File: src/hdl/hlt_pkg.sv
// Shared types, codes and limits of the header line tokenizer.
// Used by every module of the block but hlt_ram; depends on nothing.
package hlt_pkg;

    localparam int LINE_MAX_DEF  = 64;
    localparam int NAME_MAX_DEF  = 32;
    localparam int VALUE_MAX_DEF = 64;
    localparam int TABLE_MAX_DEF = 16;

    localparam int POS_W = 6;
    localparam int CNT_W = 5;

    localparam logic [7:0] CH_CR    = 8'h0D;
    localparam logic [7:0] CH_LF    = 8'h0A;
    localparam logic [7:0] CH_COLON = 8'h3A;
    localparam logic [7:0] CH_TAB   = 8'h09;
    localparam logic [7:0] CH_FF    = 8'h0C;
    localparam logic [7:0] CH_VT    = 8'h0B;
    localparam logic [7:0] CH_SP    = 8'h20;

    localparam logic [1:0] KIND_NAME   = 2'd0;
    localparam logic [1:0] KIND_VALUE  = 2'd1;
    localparam logic [1:0] KIND_STATUS = 2'd2;

    localparam logic [2:0] ST_STORED = 3'd0;
    localparam logic [2:0] ST_SKIP   = 3'd1;
    localparam logic [2:0] ST_END    = 3'd2;
    localparam logic [2:0] ST_FULL   = 3'd3;
    localparam logic [2:0] ST_BADNM  = 3'd4;
    localparam logic [2:0] ST_VLONG  = 3'd5;
    localparam logic [2:0] ST_LLONG  = 3'd6;

    localparam logic [1:0] PH_COLLECT = 2'd0;
    localparam logic [1:0] PH_ENDED   = 2'd1;
    localparam logic [1:0] PH_FAILED  = 2'd2;

    typedef struct packed {
        logic             emit;
        logic [2:0]       status;
        logic [3:0]       idx;
        logic [POS_W-1:0] nb;
        logic [POS_W-1:0] ne;
        logic [POS_W-1:0] vb;
        logic [POS_W-1:0] ve;
        logic             vempty;
    } t_job;

    typedef struct packed {
        logic             nonblank;
        logic             colon;
        logic             seen_n;
        logic [POS_W-1:0] nb;
        logic [POS_W-1:0] ne;
        logic             seen_v;
        logic [POS_W-1:0] vb;
        logic [POS_W-1:0] ve;
    } t_line;

    function automatic logic is_ws(input logic [7:0] b);
        return b == CH_SP || b == CH_TAB || b == CH_FF || b == CH_VT || b == CH_CR;
    endfunction

endpackage

File: src/hdl/hlt_ram.sv
// Generic single-write, single-read RAM with a registered read port.
// Depends on nothing.
module hlt_ram #(
    parameter int W = 8,
    parameter int D = 64
) (
    input  logic                 i_clk,
    input  logic                 i_we,
    input  logic [$clog2(D)-1:0] i_waddr,
    input  logic [W-1:0]         i_wdata,
    input  logic                 i_re,
    input  logic [$clog2(D)-1:0] i_raddr,
    output logic [W-1:0]         o_rdata
);
    logic [W-1:0] r_mem [D];
    logic [W-1:0] r_rdata;

    always_ff @(posedge i_clk) begin
        if (i_we) begin
            r_mem[i_waddr] <= i_wdata;
        end
        if (i_re) begin
            r_rdata <= r_mem[i_raddr];
        end
    end

    assign o_rdata = r_rdata;
endmodule

File: src/hdl/hlt_front.sv
// Front part: accepts bytes, writes the line store and tracks trim bounds.
// Queues one job per finished line or error. Depends on hlt_pkg.
module hlt_front #(
    parameter int LINE_MAX  = hlt_pkg::LINE_MAX_DEF,
    parameter int NAME_MAX  = hlt_pkg::NAME_MAX_DEF,
    parameter int VALUE_MAX = hlt_pkg::VALUE_MAX_DEF,
    parameter int TABLE_MAX = hlt_pkg::TABLE_MAX_DEF
) (
    input  logic                      i_clk,
    input  logic                      i_rst_n,
    input  logic                      i_valid,
    output logic                      o_ready,
    input  logic [7:0]                i_byte,
    input  logic                      i_start,
    input  logic                      i_char_busy,
    input  logic                      i_q_full,
    output logic                      o_push,
    output hlt_pkg::t_job             o_job,
    output logic                      o_we,
    output logic [hlt_pkg::POS_W-1:0] o_waddr,
    output logic [7:0]                o_wdata
);
    import hlt_pkg::*;

    logic [POS_W-1:0] r_len, n_len;
    logic             r_held, n_held;
    logic [CNT_W-1:0] r_cnt, n_cnt;
    logic [1:0]       r_phase, n_phase;
    logic             r_pend, n_pend;
    logic [7:0]       r_pbyte, n_pbyte;
    t_line            r_line, n_line;

    logic             st_do;
    logic [7:0]       st_x;
    logic             acc;
    logic [POS_W-1:0] nlen, vlen;

    assign o_ready = !r_pend && !i_q_full && !i_char_busy;
    assign acc     = i_valid && o_ready;
    assign nlen    = r_line.seen_n ? r_line.ne - r_line.nb : '0;
    assign vlen    = r_line.seen_v ? r_line.ve - r_line.vb : '0;

    always_comb begin
        n_len   = r_len;
        n_held  = r_held;
        n_cnt   = r_cnt;
        n_phase = r_phase;
        n_pend  = r_pend;
        n_pbyte = r_pbyte;
        n_line  = r_line;
        o_push  = 1'b0;
        o_job   = '0;
        o_we    = 1'b0;
        o_waddr = r_len;
        o_wdata = 8'h00;
        st_do   = 1'b0;
        st_x    = 8'h00;
        if (r_pend) begin
            st_do  = 1'b1;
            st_x   = r_pbyte;
            n_pend = 1'b0;
        end else if (acc) begin
            if (i_start) begin
                n_len   = '0;
                n_held  = 1'b0;
                n_cnt   = '0;
                n_phase = PH_COLLECT;
                n_line  = '0;
            end
            if (n_phase == PH_COLLECT) begin
                if (i_byte == CH_CR) begin
                    n_held = 1'b1;
                end else if (i_byte == CH_LF) begin
                    o_push = 1'b1;
                    o_job.status = ST_STORED;
                    if (!n_line.nonblank) begin
                        o_job.status = ST_END;
                        n_phase = PH_ENDED;
                    end else if (!n_line.colon) begin
                        o_job.status = ST_SKIP;
                        n_len  = '0;
                        n_held = 1'b0;
                        n_line = '0;
                    end else if (n_cnt >= CNT_W'(TABLE_MAX)) begin
                        o_job.status = ST_FULL;
                        n_phase = PH_FAILED;
                    end else if (nlen == '0 || {1'b0, nlen} >= 7'(NAME_MAX)) begin
                        o_job.status = ST_BADNM;
                        n_phase = PH_FAILED;
                    end else if ({1'b0, vlen} >= 7'(VALUE_MAX)) begin
                        o_job.status = ST_VLONG;
                        n_phase = PH_FAILED;
                    end else begin
                        o_job.emit   = 1'b1;
                        o_job.idx    = n_cnt[3:0];
                        o_job.nb     = n_line.nb;
                        o_job.ne     = n_line.ne;
                        o_job.vb     = n_line.vb;
                        o_job.ve     = n_line.ve;
                        o_job.vempty = !n_line.seen_v;
                        n_cnt  = n_cnt + 1'b1;
                        n_len  = '0;
                        n_held = 1'b0;
                        n_line = '0;
                    end
                end else if (n_held) begin
                    n_held  = 1'b0;
                    st_do   = 1'b1;
                    st_x    = CH_CR;
                    n_pend  = 1'b1;
                    n_pbyte = i_byte;
                end else begin
                    st_do = 1'b1;
                    st_x  = i_byte;
                end
            end
        end
        if (st_do) begin
            if (n_len >= POS_W'(LINE_MAX - 1)) begin
                o_push       = 1'b1;
                o_job        = '0;
                o_job.status = ST_LLONG;
                n_phase      = PH_FAILED;
                n_pend       = 1'b0;
            end else begin
                o_we    = 1'b1;
                o_waddr = n_len;
                o_wdata = st_x;
                if (!is_ws(st_x)) begin
                    n_line.nonblank = 1'b1;
                end
                if (!n_line.colon) begin
                    if (st_x == CH_COLON) begin
                        n_line.colon = 1'b1;
                    end else if (!is_ws(st_x)) begin
                        if (!n_line.seen_n) begin
                            n_line.nb = n_len;
                        end
                        n_line.seen_n = 1'b1;
                        n_line.ne     = n_len + 1'b1;
                    end
                end else if (!is_ws(st_x)) begin
                    if (!n_line.seen_v) begin
                        n_line.vb = n_len;
                    end
                    n_line.seen_v = 1'b1;
                    n_line.ve     = n_len + 1'b1;
                end
                n_len = n_len + 1'b1;
            end
        end
    end

    always_ff @(posedge i_clk) begin
        if (!i_rst_n) begin
            r_len   <= '0;
            r_held  <= 1'b0;
            r_cnt   <= '0;
            r_phase <= PH_COLLECT;
            r_pend  <= 1'b0;
            r_line  <= '0;
        end else begin
            r_len   <= n_len;
            r_held  <= n_held;
            r_cnt   <= n_cnt;
            r_phase <= n_phase;
            r_pend  <= n_pend;
            r_line  <= n_line;
        end
        r_pbyte <= n_pbyte;
    end
endmodule

File: src/hdl/hlt_fifo.sv
// Two-entry job queue between the front and back parts.
// Depends on hlt_pkg for the job type.
module hlt_fifo (
    input  logic          i_clk,
    input  logic          i_rst_n,
    input  logic          i_push,
    input  hlt_pkg::t_job i_job,
    output logic          o_full,
    output logic          o_valid,
    output hlt_pkg::t_job o_job,
    input  logic          i_pop
);
    import hlt_pkg::*;

    t_job       r_mem [2];
    logic       r_wp, r_rp;
    logic [1:0] r_cnt;

    assign o_full  = r_cnt == 2'd2;
    assign o_valid = r_cnt != 2'd0;
    assign o_job   = r_mem[r_rp];

    always_ff @(posedge i_clk) begin
        if (!i_rst_n) begin
            r_wp  <= 1'b0;
            r_rp  <= 1'b0;
            r_cnt <= 2'd0;
        end else begin
            if (i_push) begin
                r_wp <= !r_wp;
            end
            if (i_pop && o_valid) begin
                r_rp <= !r_rp;
            end
            r_cnt <= r_cnt + {1'b0, i_push} - {1'b0, i_pop && o_valid};
        end
        if (i_push) begin
            r_mem[r_wp] <= i_job;
        end
    end
endmodule

File: src/hdl/hlt_back.sv
// Back part: replays a stored line from the line store as name and value
// characters and a status item into the output register. Depends on hlt_pkg.
module hlt_back (
    input  logic                      i_clk,
    input  logic                      i_rst_n,
    input  logic                      i_q_valid,
    input  hlt_pkg::t_job             i_q_job,
    output logic                      o_pop,
    input  logic                      i_push_emit,
    output logic                      o_char_busy,
    output logic                      o_re,
    output logic [hlt_pkg::POS_W-1:0] o_raddr,
    input  logic [7:0]                i_rdata,
    output logic                      o_valid,
    input  logic                      i_ready,
    output logic [1:0]                o_kind,
    output logic [7:0]                o_char,
    output logic [2:0]                o_status,
    output logic [3:0]                o_idx
);
    import hlt_pkg::*;

    t_job             r_job;
    logic             r_act;
    logic [1:0]       r_sel;
    logic [POS_W-1:0] r_ptr;
    logic [1:0]       r_cjobs;
    logic             r_rd_v;
    logic [1:0]       r_rd_kind;
    logic [2:0]       r_rd_st;
    logic [3:0]       r_rd_idx;
    logic             r_ov;
    logic [1:0]       r_okind;
    logic [7:0]       r_ochar;
    logic [2:0]       r_ost;
    logic [3:0]       r_oidx;

    logic       out_load, issue, done_emit;
    logic [7:0] ch;

    assign out_load    = r_rd_v && (!r_ov || i_ready);
    assign issue       = r_act && (!r_rd_v || out_load);
    assign o_pop       = !r_act && i_q_valid;
    assign o_re        = issue && r_sel != KIND_STATUS;
    assign o_raddr     = r_ptr;
    assign done_emit   = issue && r_sel == KIND_STATUS && r_job.emit;
    assign o_char_busy = r_cjobs != 2'd0;

    always_comb begin
        ch = 8'h00;
        if (r_rd_kind == KIND_NAME) begin
            ch = (i_rdata >= 8'h41 && i_rdata <= 8'h5A) ? i_rdata + 8'h20 : i_rdata;
        end else if (r_rd_kind == KIND_VALUE) begin
            ch = i_rdata;
        end
    end

    always_ff @(posedge i_clk) begin
        if (!i_rst_n) begin
            r_act   <= 1'b0;
            r_cjobs <= 2'd0;
            r_rd_v  <= 1'b0;
            r_ov    <= 1'b0;
        end else begin
            r_cjobs <= r_cjobs + {1'b0, i_push_emit} - {1'b0, done_emit};
            if (o_pop) begin
                r_act <= 1'b1;
            end else if (issue && r_sel == KIND_STATUS) begin
                r_act <= 1'b0;
            end
            if (issue) begin
                r_rd_v <= 1'b1;
            end else if (out_load) begin
                r_rd_v <= 1'b0;
            end
            if (out_load) begin
                r_ov <= 1'b1;
            end else if (i_ready) begin
                r_ov <= 1'b0;
            end
        end
        if (o_pop) begin
            r_job <= i_q_job;
            r_sel <= i_q_job.emit ? KIND_NAME : KIND_STATUS;
            r_ptr <= i_q_job.nb;
        end else if (issue) begin
            case (r_sel)
                KIND_NAME: begin
                    if (r_ptr + 1'b1 == r_job.ne) begin
                        r_sel <= r_job.vempty ? KIND_STATUS : KIND_VALUE;
                        r_ptr <= r_job.vb;
                    end else begin
                        r_ptr <= r_ptr + 1'b1;
                    end
                end
                KIND_VALUE: begin
                    if (r_ptr + 1'b1 == r_job.ve) begin
                        r_sel <= KIND_STATUS;
                    end else begin
                        r_ptr <= r_ptr + 1'b1;
                    end
                end
                default: begin
                    r_sel <= KIND_STATUS;
                end
            endcase
        end
        if (issue) begin
            r_rd_kind <= r_sel;
            r_rd_st   <= (r_sel == KIND_STATUS) ? r_job.status : ST_STORED;
            r_rd_idx  <= (r_sel == KIND_STATUS) ? r_job.idx : 4'd0;
        end
        if (out_load) begin
            r_okind <= r_rd_kind;
            r_ochar <= ch;
            r_ost   <= r_rd_st;
            r_oidx  <= r_rd_idx;
        end
    end

    assign o_valid  = r_ov;
    assign o_kind   = r_okind;
    assign o_char   = r_ochar;
    assign o_status = r_ost;
    assign o_idx    = r_oidx;
endmodule

File: src/hdl/header_line_tokenizer_core.sv
// Top level of the header line tokenizer: front, job queue, line store, back.
// Depends on hlt_pkg, hlt_front, hlt_fifo, hlt_ram and hlt_back.
//
// The slave channel takes one header byte per transfer in tdata, with tuser
// set to start a new block before that byte. The master channel gives one
// result per transfer: a lower-cased name character, a value character or
// a status item, which always carries tlast and closes the run of a line.
// A byte that follows a held CR stalls tready while the CR and the byte are
// written to the line store in turn, as it has a single write port. At LF the
// line is replayed from the store at one character per cycle while the
// receiver keeps up, and tready stays low until the last character has been
// read. Reset clears the block to the collecting phase with an empty table.
// When the receiver stalls, results wait in the read and output registers and
// jobs wait in the queue, and tready falls once the queue is full or a line is
// being replayed.
module header_line_tokenizer_core #(
    parameter int LINE_MAX  = hlt_pkg::LINE_MAX_DEF,
    parameter int NAME_MAX  = hlt_pkg::NAME_MAX_DEF,
    parameter int VALUE_MAX = hlt_pkg::VALUE_MAX_DEF,
    parameter int TABLE_MAX = hlt_pkg::TABLE_MAX_DEF
) (
    input  logic        i_clk,
    input  logic        i_rst_n,
    input  logic        i_s_tvalid,
    output logic        o_s_tready,
    input  logic [7:0]  i_s_tdata,   // in_byte
    input  logic        i_s_tuser,   // start_block
    output logic        o_m_tvalid,
    input  logic        i_m_tready,
    output logic [15:0] o_m_tdata,   // out_char, status, entry_index, zero fill
    output logic [1:0]  o_m_tuser,   // kind
    output logic        o_m_tlast    // last
);
    import hlt_pkg::*;

    localparam int AW = $clog2(LINE_MAX);

    logic             push, q_full, q_valid, pop, char_busy;
    t_job             push_job, q_job;
    logic             we, re;
    logic [POS_W-1:0] waddr, raddr;
    logic [7:0]       wdata, rdata, ochar;
    logic [2:0]       ost;
    logic [3:0]       oidx;

    hlt_front #(
        .LINE_MAX(LINE_MAX), .NAME_MAX(NAME_MAX),
        .VALUE_MAX(VALUE_MAX), .TABLE_MAX(TABLE_MAX)
    ) u_front (
        .i_clk(i_clk), .i_rst_n(i_rst_n),
        .i_valid(i_s_tvalid), .o_ready(o_s_tready),
        .i_byte(i_s_tdata), .i_start(i_s_tuser),
        .i_char_busy(char_busy), .i_q_full(q_full),
        .o_push(push), .o_job(push_job),
        .o_we(we), .o_waddr(waddr), .o_wdata(wdata)
    );

    hlt_fifo u_fifo (
        .i_clk(i_clk), .i_rst_n(i_rst_n),
        .i_push(push), .i_job(push_job), .o_full(q_full),
        .o_valid(q_valid), .o_job(q_job), .i_pop(pop)
    );

    hlt_ram #(.W(8), .D(LINE_MAX)) u_ram (
        .i_clk(i_clk),
        .i_we(we), .i_waddr(waddr[AW-1:0]), .i_wdata(wdata),
        .i_re(re), .i_raddr(raddr[AW-1:0]), .o_rdata(rdata)
    );

    hlt_back u_back (
        .i_clk(i_clk), .i_rst_n(i_rst_n),
        .i_q_valid(q_valid), .i_q_job(q_job), .o_pop(pop),
        .i_push_emit(push && push_job.emit), .o_char_busy(char_busy),
        .o_re(re), .o_raddr(raddr), .i_rdata(rdata),
        .o_valid(o_m_tvalid), .i_ready(i_m_tready),
        .o_kind(o_m_tuser), .o_char(ochar), .o_status(ost), .o_idx(oidx)
    );

    assign o_m_tdata = {1'b0, oidx, ost, ochar};
    assign o_m_tlast = o_m_tuser == KIND_STATUS;
endmodule

File: config.mk
export PLATFORM = sky130hd
export DESIGN_NAME = header_line_tokenizer_core
export DESIGN_NICKNAME = d
export VERILOG_FILES = /design/src/hdl/hlt_pkg.sv /design/src/hdl/hlt_ram.sv /design/src/hdl/hlt_front.sv /design/src/hdl/hlt_fifo.sv /design/src/hdl/hlt_back.sv /design/src/hdl/header_line_tokenizer_core.sv
export SDC_FILE = /design/constraint.sdc
export NUM_CORES = 1
export LEC_CHECK = 0
export BUFFER_PORTS_ARGS = -buffer_cell sky130_fd_sc_hd__buf_4
export CORE_MARGIN = 1
export CORE_UTILIZATION = 68
export DETAILED_ROUTE_END_ITERATION = 12
export PLACE_DENSITY = 0.9
export SLEW_MARGIN = 40
export SYNTH_ARGS = -nofsm -noshare
export SYNTH_HDL_FRONTEND = slang
export SYNTH_SLANG_ARGS = --single-unit
File: constraint.sdc
create_clock -name i_clk -period 10.67 [get_ports i_clk]
set_input_delay 1.067 -clock i_clk [delete_from_list [all_inputs] [get_ports i_clk]]
set_output_delay 1.067 -clock i_clk [all_outputs]
set_load 0.01 [all_outputs]
==> results.sh, run 1 <==
export IMPL_outcome="complete, no violations"
export IMPL_clock_root_buffer="clkbuf_16"
export IMPL_worstPathMaxFanout=9
export IMPL_dp_cells=2248
export IMPL_num_rows=74
export IMPL_finish_net_count=1817
export IMPL_crit_type="reg -> reg"
export IMPL_area_growth_pct=11.3
export IMPL_cellLeakagePower_nw=10.7
export IMPL_clock_sinks=708
export IMPL_post_cts_buffers=0
export IMPL_slew_violations=0
export IMPL_cts_resized=0
export IMPL_worstPathRequired_ns=10.88
export IMPL_hold_path_endpoint="u_back.o_status[1]"
export IMPL_gr_total_overflow=0
export IMPL_core_area_um2=41200
export IMPL_crit_arrival_ns=6.64
export IMPL_dr_first_iter_drc_count=2579
export IMPL_hold_violations=0
export IMPL_maxCapViolations=0
export IMPL_r2r_slack_ns=4.24
export IMPL_power_total_mw=8.53
export IMPL_setup_slack_ns=4.24
export IMPL_place_area_um2=29500
export IMPL_synthArstFlopShare=0
export IMPL_firstDrtPassIters=6
export IMPL_finalWirelength_um=73600
export IMPL_setup_viol=0
export IMPL_min_period_ns=6.43
export IMPL_grt_max_degree=81
export IMPL_fill_cells=1958
export IMPL_fmax_mhz=155
export IMPL_fin_tns_setup_ns=0
export IMPL_start_util=0.695
export IMPL_clk_path_buf_depth=3
export IMPL_htreeDepth=3
export IMPL_grt_antenna_before_repair=2
export IMPL_drive_gt1_frac=0.179
export IMPL_ys_flop_type="edfxtp_1"
export IMPL_fin_cells=2374
export IMPL_cts_tree="yes"
export IMPL_die_area_um2=42900
export IMPL_ios=34
export IMPL_gp_congestion=0.905
export IMPL_holdPathStages=0
export IMPL_p_per_area_nw_per_um2=268
export IMPL_irDropWorstVdd_uv=261
export IMPL_post_dp_hpwl_um=41600
export IMPL_cp_start_kind="flip-flop"
export IMPL_worstMarginPinSlew_ns=1.03
export IMPL_cts_hold_buf=0
export IMPL_fin_hold_ws_ns=0.433
export IMPL_drc=0
export IMPL_post_place_ws_ns=4.37
export IMPL_hold_path_startpoint="u_back.r_rd_st[1]"
export IMPL_numCtsBuffers=67
export IMPL_worst_hold_path_type="reg -> reg"
export IMPL_path_clk_slew_ns=0.06
export IMPL_ant_nets=0
export IMPL_routed_via_density=7.31
export IMPL_min_period_over_period=0.603
export IMPL_synthCells=1745
export IMPL_fin_area_um2=31900
export IMPL_synth_edf_count=655
export IMPL_synth_nets=1773
export IMPL_r2r_cells=17
export IMPL_syn_area_um2=28600
export IMPL_vias=17400
export IMPL_skew_ns=0.0289
export IMPL_yosysSeqAreaShare=0.724
export IMPL_synth_area_per_cell_um2=16.4
export IMPL_first_global_vias=16600
export IMPL_synth_seq_cells=708
export IMPL_yosysWarnings=0
export IMPL_rsz0062_at_grt="no"
export IMPL_clock_latency_ns=0.60
export IMPL_numPortBuffers=32
export IMPL_r2r_end="u_ram.r_mem[4][4]"
export IMPL_track_usage=0.343
export IMPL_die_w_um=207
export IMPL_timing_rr_start="u_front.r_line[13]"
export IMPL_drt_wirelength_per_cell_um=31.0
export IMPL_slew_headroom=0.311
export IMPL_grt_pass1_wl_um=107000
export IMPL_cp_end_kind="flip-flop"
export IMPL_die_y_um=207
export IMPL_ys_types=74
export IMPL_utilization=0.774
-- layer usage --
metal,part of all wire,track usage
met3,0.14,0.0840
met1,0.34,0.459
met4,0.051,0.157
met5,0,0
met2,0.47,0.543
-- cell usage in the layout, fill, tap and decap left out, types with 32 or more instances in the layout --
master	Yosys	final
a21oi_1	97	94
and2_1	36	36
buf_4	1	50
clkbuf_16	0	73
dfxtp_1	53	53
edfxtp_1	655	655
mux2_2	61	61
mux2i_1	125	125
mux4_2	72	72
nand2_1	74	73
nor2_1	134	128
o21ai_0	47	45
o221ai_1	32	32
o22ai_1	34	34
-- Yosys cell counts, drive strengths merged (14+ instances only) --
library cell | n | share of area
mux2i | 125 | 0.044
xor2 | 17 | 0.0052
a21oi | 98 | 0.017
o221ai | 32 | 0.0098
nand2 | 74 | 0.0097
nand3 | 18 | 0.0031
o22ai | 34 | 0.0074
dfxtp | 53 | 0.037
ha | 14 | 0.0061
nor2b | 23 | 0.0050
clkbuf | 69 | 0.0090
buf | 15 | 0.0024
and2 | 37 | 0.0081
nor2 | 134 | 0.018
mux2 | 65 | 0.026
o21ai | 48 | 0.0084
edfxtp | 655 | 0.69
inv | 29 | 0.0038
mux4 | 72 | 0.057
-- critical path, cell delays in order, from the launching register on --
cell and delay (ns):
dfxtp_1 0.34, inv_1 0.07, ha_1 0.23, fa_1 0.41, nand2b_1 0.17, a21oi_1 0.22
xnor2_1 0.17, a2111oi_4 0.62, a21oi_1 0.30, and2_0 0.34, ha_1 0.30, nand3_1 0.16
nor2_1 0.14, a21oi_1 0.18, o21ai_2 0.10, nor2_1 0.45, nand4_1 0.90, nor2_1 0.93
-- worst max-delay path by stage --
| stage | startpoint | endpoint | slack [ns] | cells past startpoint |
|---|---|---|---|---|
| finish | u_front.r_line[13] | u_ram.r_mem[4][4] | 4.24 | 17 |
| global route | u_front.r_line[13] | u_ram.r_mem[4][1] | 4.05 | 17 |
| CTS | u_front.r_line[13] | u_ram.r_mem[34][5] | 4.30 | 17 |
| detailed placement | i_s_tvalid | u_ram.r_mem[63][4] | 4.37 | 15 |
| global placement | i_s_tvalid | u_ram.r_mem[53][0] | 4.68 | 15 |
| floorplan | i_s_tvalid | u_ram.r_mem[0][4] | 4.38 | 15 |
-- area by class of cell --
class	count	area, um^2	area share
clock inverters	35	377	0.0118
multi-input cells	923	7590	0.238
clock buffers	86	1890	0.0592
flip-flops and latches	708	20700	0.650
diodes	1	2.50	0.0000785
inverters	30	113	0.00353
well taps	532	666	0.0209
repair buffers	59	510	0.0160
-- report_power, final --
part / switching, mW / internal, mW / total, mW
logic: 1.68 / 0.922 / 2.60
clock network: 1.02 / 1.43 / 2.45
registers: 0.137 / 3.35 / 3.48
total: 2.84 / 5.70 / 8.53
-- logic make-up after synthesis --
kind of cell               synth area share
xor gates and xnor gates            0.00887
muxes                                 0.126
AOI/OAI and AO/OA                    0.0555
DFF                                   0.724
buffers and inverters                0.0153
adders and majority gates           0.00682
other                              0.000131
and+or+nand+nor                      0.0637
-- flip-flops by register name, summed over array words and instances (netlist names), 2 cells and up, named ones only --
register          flops
u_front.r_line       28
u_fifo.r_cnt          2
u_back.o_kind         2
u_back.o_status       3
u_back.r_rd_kind      2
u_back.r_sel          2
u_fifo.r_mem         66
u_front.r_cnt         5
u_back.o_idx          4
u_back.r_cjobs        2
u_front.r_phase       2
u_back.o_char         8
u_back.o_raddr        6
u_ram.o_rdata         8
u_back.r_rd_st        3
u_front.r_pbyte       8
u_back.r_job         27
u_ram.r_mem         512
u_back.r_rd_idx       4
u_front.r_len         6
(Power assumes the default switching activity.)
==> run 2, diff against run 1 <==
CORE_UTILIZATION = 63   (was 68)
PLACE_DENSITY = 0.85   (was 0.9)
clock period = 6.3 ns   (was 10.67 ns; I/O delays follow)
==> results.sh, run 2 (synthesis gave the netlist of run 1 again) <==
export IMPL_ant_nets=0
export IMPL_drt_wirelength_per_cell_um=27.9
export IMPL_track_usage=0.297
export IMPL_post_dp_hpwl_um=39800
export IMPL_vias=16500
export IMPL_worstPathMaxFanout=11
export IMPL_slew_violations=0
export IMPL_grt_antenna_before_repair=0
export IMPL_ios=34
export IMPL_n_antenna_cell=0
export IMPL_crit_arrival_ns=6.09
export IMPL_path_clk_slew_ns=0.06
export IMPL_fin_hold_ws_ns=0.216
export IMPL_gp_congestion=0.897
export IMPL_finish_net_count=1831
export IMPL_grt_pass1_wl_um=102000
export IMPL_worstPathRequired_ns=6.54
export IMPL_finalWirelength_um=68300
export IMPL_cts_hold_buf=0
export IMPL_firstDrtPassIters=8
export IMPL_cts_resized=0
export IMPL_largest_reg_flops=512
export IMPL_post_cts_buffers=0
export IMPL_cp_end_kind="flip-flop"
export IMPL_numCtsBuffers=70
export IMPL_outcome="complete, no violations"
export IMPL_drc=0
export IMPL_worst_hold_path_type="in -> reg"
export IMPL_clock_root_buffer="clkbuf_16"
export IMPL_cp_start_kind="flip-flop"
export IMPL_rsz0062_at_grt="no"
export IMPL_utilization=0.721
export IMPL_cts_tree="yes"
export IMPL_setup_viol=0
export IMPL_fmax_mhz=171
export IMPL_die_y_um=215
export IMPL_core_area_um2=44500
export IMPL_skew_ns=0.0184
export IMPL_min_period_over_period=0.928
export IMPL_numPortBuffers=32
export IMPL_start_util=0.643
export IMPL_die_w_um=215
export IMPL_slew_headroom=0.400
export IMPL_htreeDepth=3
export IMPL_r2r_slack_ns=0.45
export IMPL_die_area_um2=46300
export IMPL_fin_cells=2451
export IMPL_worstMarginPinSlew_ns=0.900
export IMPL_final_common_cell="edfxtp_1"
export IMPL_crit_type="reg -> reg"
export IMPL_clock_sinks=708
export IMPL_dp_cells=2319
export IMPL_p_per_area_nw_per_um2=450
export IMPL_maxCapViolations=0
export IMPL_regMostFlops="u_ram.r_mem"
export IMPL_clk_path_buf_depth=3
export IMPL_area_growth_pct=12.0
export IMPL_dr_first_iter_drc_count=2215
export IMPL_drive_gt1_frac=0.186
export IMPL_first_global_vias=16300
export IMPL_clock_latency_ns=0.61
export IMPL_grt_max_degree=111
export IMPL_hold_violations=0
export IMPL_cellLeakagePower_nw=10.8
export IMPL_num_rows=77
export IMPL_irDropWorstVdd_uv=350
export IMPL_fin_tns_setup_ns=0
export IMPL_top_regs="u_ram.r_mem (512), u_fifo.r_mem (66), u_front.r_line (28)"
export IMPL_min_period_ns=5.85
export IMPL_final_cell_mix="edfxtp_1 (655), mux2i_1 (125), nor2_1 (124)"
export IMPL_routed_via_density=6.74
export IMPL_gr_total_overflow=0
[run 2: cell count changes in the layout (fill, tap and decap cells not counted), sizes merged]
cell / change
buf: +11
bufinv: +1
clkbuf: -1
clkinv: +6
clkinvlp: -3
diode: -1
inv: +4
[run 2: final cells by class]
| class | instances | area, um^2 |
|---|---|---|
| multi-input cells | 923 | 7580 |
| clock buffers | 85 | 1830 |
| fillers | 2489 | 12400 |
| well taps | 592 | 741 |
| clock inverters | 43 | 475 |
| repair buffers | 70 | 618 |
| inverters | 30 | 113 |
| flip-flops and latches | 708 | 20700 |
[run 2: path summary, 6_finish.rpt]
check,start,end,cells past startpoint
worst min-delay path,i_s_tdata[3],u_front.r_pbyte[3],1
worst min register to register,u_back.r_rd_st[1],u_back.o_status[1],0
worst max-delay path,u_front.r_line[13],u_ram.r_mem[33][7],18
worst max register to register,u_front.r_line[13],u_ram.r_mem[33][7],18
[run 2: worst max-delay path, cell delays in order, from the launching register on]
cell	delay [ns]
dfxtp_1	0.33
inv_1	0.06
ha_1	0.21
fa_1	0.40
xnor2_1	0.24
nor3_1	0.09
mux2_2	0.28
a2111oi_2	0.36
buf_4	0.23
a21oi_2	0.14
and2_0	0.27
ha_1	0.28
nand3_1	0.14
nor2_1	0.13
a21oi_1	0.21
o21ai_2	0.10
nor2_1	0.36
nand4_1	0.76
nor2_1	0.86
[run 2: report_power, final]
group | total [mW] | internal, mW | switching [mW]
Combinational | 4.31 | 1.59 | 2.73
Clock | 4.23 | 2.42 | 1.80
Sequential | 5.90 | 5.67 | 0.237
Total | 14.4 | 9.68 | 4.77
[run 2: per-stage QoR]
| stage | power, mW | setup slack, ns | area, um^2 |
|---|---|---|---|
| after floorplan | 8.70 | 0.0785 | 28600 |
| after global placement | 9.91 | 0.688 | 29700 |
| after detailed placement | 10.1 | 0.436 | 29700 |
| after CTS | 14.3 | 0.314 | 32000 |
| after global routing | 14.8 | 0.168 | 32100 |
| final | 14.4 | 0.451 | 32100 |
[run 2: metal layers]
layer | global-route usage | share of wire | up-vias
met4 | 0.112 | 0.035 | 0
met1 | 0.404 | 0.37 | 8257
li1 | - | - | 6953
met2 | 0.484 | 0.49 | 1144
met5 | 0 | 0 | -
met3 | 0.0544 | 0.10 | 165
==> run 3, diff against run 2 <==
GPL_ROUTABILITY_DRIVEN = 1   (was unset)
PLACE_DENSITY = unset   (was 0.85)
PLACE_DENSITY_LB_ADDON = 0.25   (was unset)
TNS_END_PERCENT = 20   (was unset)
==> results.sh, run 3 (synthesis gave the netlist of run 1 again) <==
export IMPL_die_w_um=215
export IMPL_setup_viol=0
export IMPL_cp_start_kind="flip-flop"
export IMPL_track_usage=0.275
export IMPL_worstMarginPinSlew_ns=0.845
export IMPL_outcome="complete, no violations"
export IMPL_fill_cells=2702
export IMPL_topRoutingLayerUsed="met5"
export IMPL_clock_sinks=708
export IMPL_setup_slack_ns=0.575
export IMPL_cpPeakStageDelay_ns=0.81
export IMPL_cts_hold_buf=0
export IMPL_cp_slowest_cell="nor2_1"
export IMPL_vias=15800
export IMPL_die_y_um=215
export IMPL_fmax_mhz=175
export IMPL_drc=0
export IMPL_grt_pass1_wl_um=94800
export IMPL_core_area_um2=44500
export IMPL_htreeDepth=3
export IMPL_final_common_cell="edfxtp_1"
export IMPL_clock_root_buffer="clkbuf_16"
export IMPL_grt_antenna_before_repair=1
export IMPL_path_clk_slew_ns=0.06
export IMPL_place_area_um2=29800
export IMPL_final_cell_mix="edfxtp_1 (655), nor2_1 (128), mux2i_1 (125)"
export IMPL_critical_path_top_delay_family="simple AND/OR/NAND/NOR gates"
export IMPL_num_rows=77
export IMPL_drt_wirelength_per_cell_um=25.5
export IMPL_power_total_mw=14.1
export IMPL_ios=34
export IMPL_post_cts_buffers=0
export IMPL_cp_buffers_inverters=2
export IMPL_routed_via_density=6.43
export IMPL_fin_area_um2=32000
export IMPL_path_common_cell="nor2_1"
export IMPL_die_area_um2=46300
export IMPL_gr_total_overflow=0
export IMPL_fin_tns_setup_ns=0
export IMPL_cts_tree="yes"
export IMPL_area_growth_pct=11.9
export IMPL_numCtsBuffers=70
export IMPL_crit_chain="inv_1 > ha_1 > fa_1 > xnor2_1 > nor3b_1 > mux2_2 > a2111oi_2 > buf_4 > a21oi_1 > and2_0 > ha_1 > nand3_1 > nor2_1 > a21oi_1 > o21ai_2 > nor2_1 > nand4_1 > nor2_1"
export IMPL_grt_max_degree=101
export IMPL_skew_ns=0.0228
export IMPL_n_antenna_cell=0
export IMPL_hold_violations=0
export IMPL_crit_type="reg -> reg"
export IMPL_min_period_over_period=0.909
export IMPL_dr_first_iter_drc_count=1939
export IMPL_clock_latency_ns=0.60
export IMPL_min_period_ns=5.73
export IMPL_finalWirelength_um=62500
export IMPL_wl_met3_um=5180
export IMPL_finish_net_count=1834
export IMPL_cp_end_kind="flip-flop"
export IMPL_maxCapViolations=0
export IMPL_wl_met2_um=29800
export IMPL_largest_reg_flops=512
export IMPL_irDropWorstVdd_uv=519
export IMPL_ant_nets=0
export IMPL_worstPathMaxFanout=9
export IMPL_crit_arrival_ns=5.94
export IMPL_worst_hold_path_type="in -> reg"
export IMPL_clk_path_buf_depth=3
export IMPL_rsz0062_at_grt="no"
export IMPL_post_place_ws_ns=0.670
export IMPL_regMostFlops="u_ram.r_mem"
export IMPL_numPortBuffers=32
export IMPL_slew_headroom=0.435
export IMPL_drive_gt1_frac=0.183
export IMPL_slew_violations=0
export IMPL_cellLeakagePower_nw=10.8
export IMPL_top_regs="u_ram.r_mem (512), u_fifo.r_mem (66), u_front.r_line (28)"
export IMPL_gp_congestion=0.912
export IMPL_firstDrtPassIters=6
export IMPL_p_per_area_nw_per_um2=442
export IMPL_post_dp_hpwl_um=39200
export IMPL_start_util=0.643
export IMPL_cts_resized=0
export IMPL_first_global_vias=15700
export IMPL_m1WireLength_um=25700
export IMPL_worstPathRequired_ns=6.52
-- run 3: final timing paths --
path / start / to / slack (ns) / cells after the start
max: u_front.r_line[13] / u_ram.r_mem[49][2] / 0.57 / 18
min: i_s_tdata[3] / u_front.r_pbyte[3] / 0.23 / 1
max reg2reg: u_front.r_line[13] / u_ram.r_mem[49][2] / 0.57 / 18
min reg2reg: u_back.r_rd_idx[0] / u_back.o_idx[0] / 0.43 / 0
-- run 3: per-stage QoR --
| step | util | hold slack (ns) | cells |
|---|---|---|---|
| final | 0.720 | 0.230 | 2453 |
| after global routing | 0.720 | 0.231 | 2453 |
| after detailed placement | 0.669 | 0.414 | 2325 |
| after CTS | 0.719 | 0.218 | 2452 |
| after floorplan | - | 0.400 | 1745 |
| after global placement | 0.667 | 0.406 | 2322 |
-- run 3: area by class of cell --
type / count / area [um^2] / area share
Sequential cell: 708 / 20700 / 0.647
Timing Repair Buffer: 73 / 641 / 0.0200
Inverter: 30 / 113 / 0.00351
Clock inverter: 40 / 362 / 0.0113
Clock buffer: 87 / 1880 / 0.0586
Multi-Input combinational cell: 923 / 7580 / 0.236
Tap cell: 592 / 741 / 0.0231
-- run 3: worst register-to-register path, delay by kind of cell (launching register included) --
family | cells | cell delay, ns
muxes | 1 | 0.28
adders and majority gates | 3 | 0.91
DFF | 1 | 0.33
buffers and inverters | 2 | 0.28
xor gates and xnor gates | 1 | 0.23
and+or+nand+nor | 7 | 2.52
AOI/OAI and AO/OA | 4 | 0.79
-- run 3: where the power goes --
| group | leakage (nW) | internal, mW | switching [mW] |
|---|---|---|---|
| clock network | 1.11 | 2.37 | 1.69 |
| registers | 6.53 | 5.66 | 0.207 |
| logic | 3.17 | 1.58 | 2.63 |
-- run 3: routing by layer --
metal  vias up  GRT usage
met5         -          0
met4         2     0.0943
met3       128     0.0514
met2       739      0.429
met1      7949      0.394
li1       6962          -
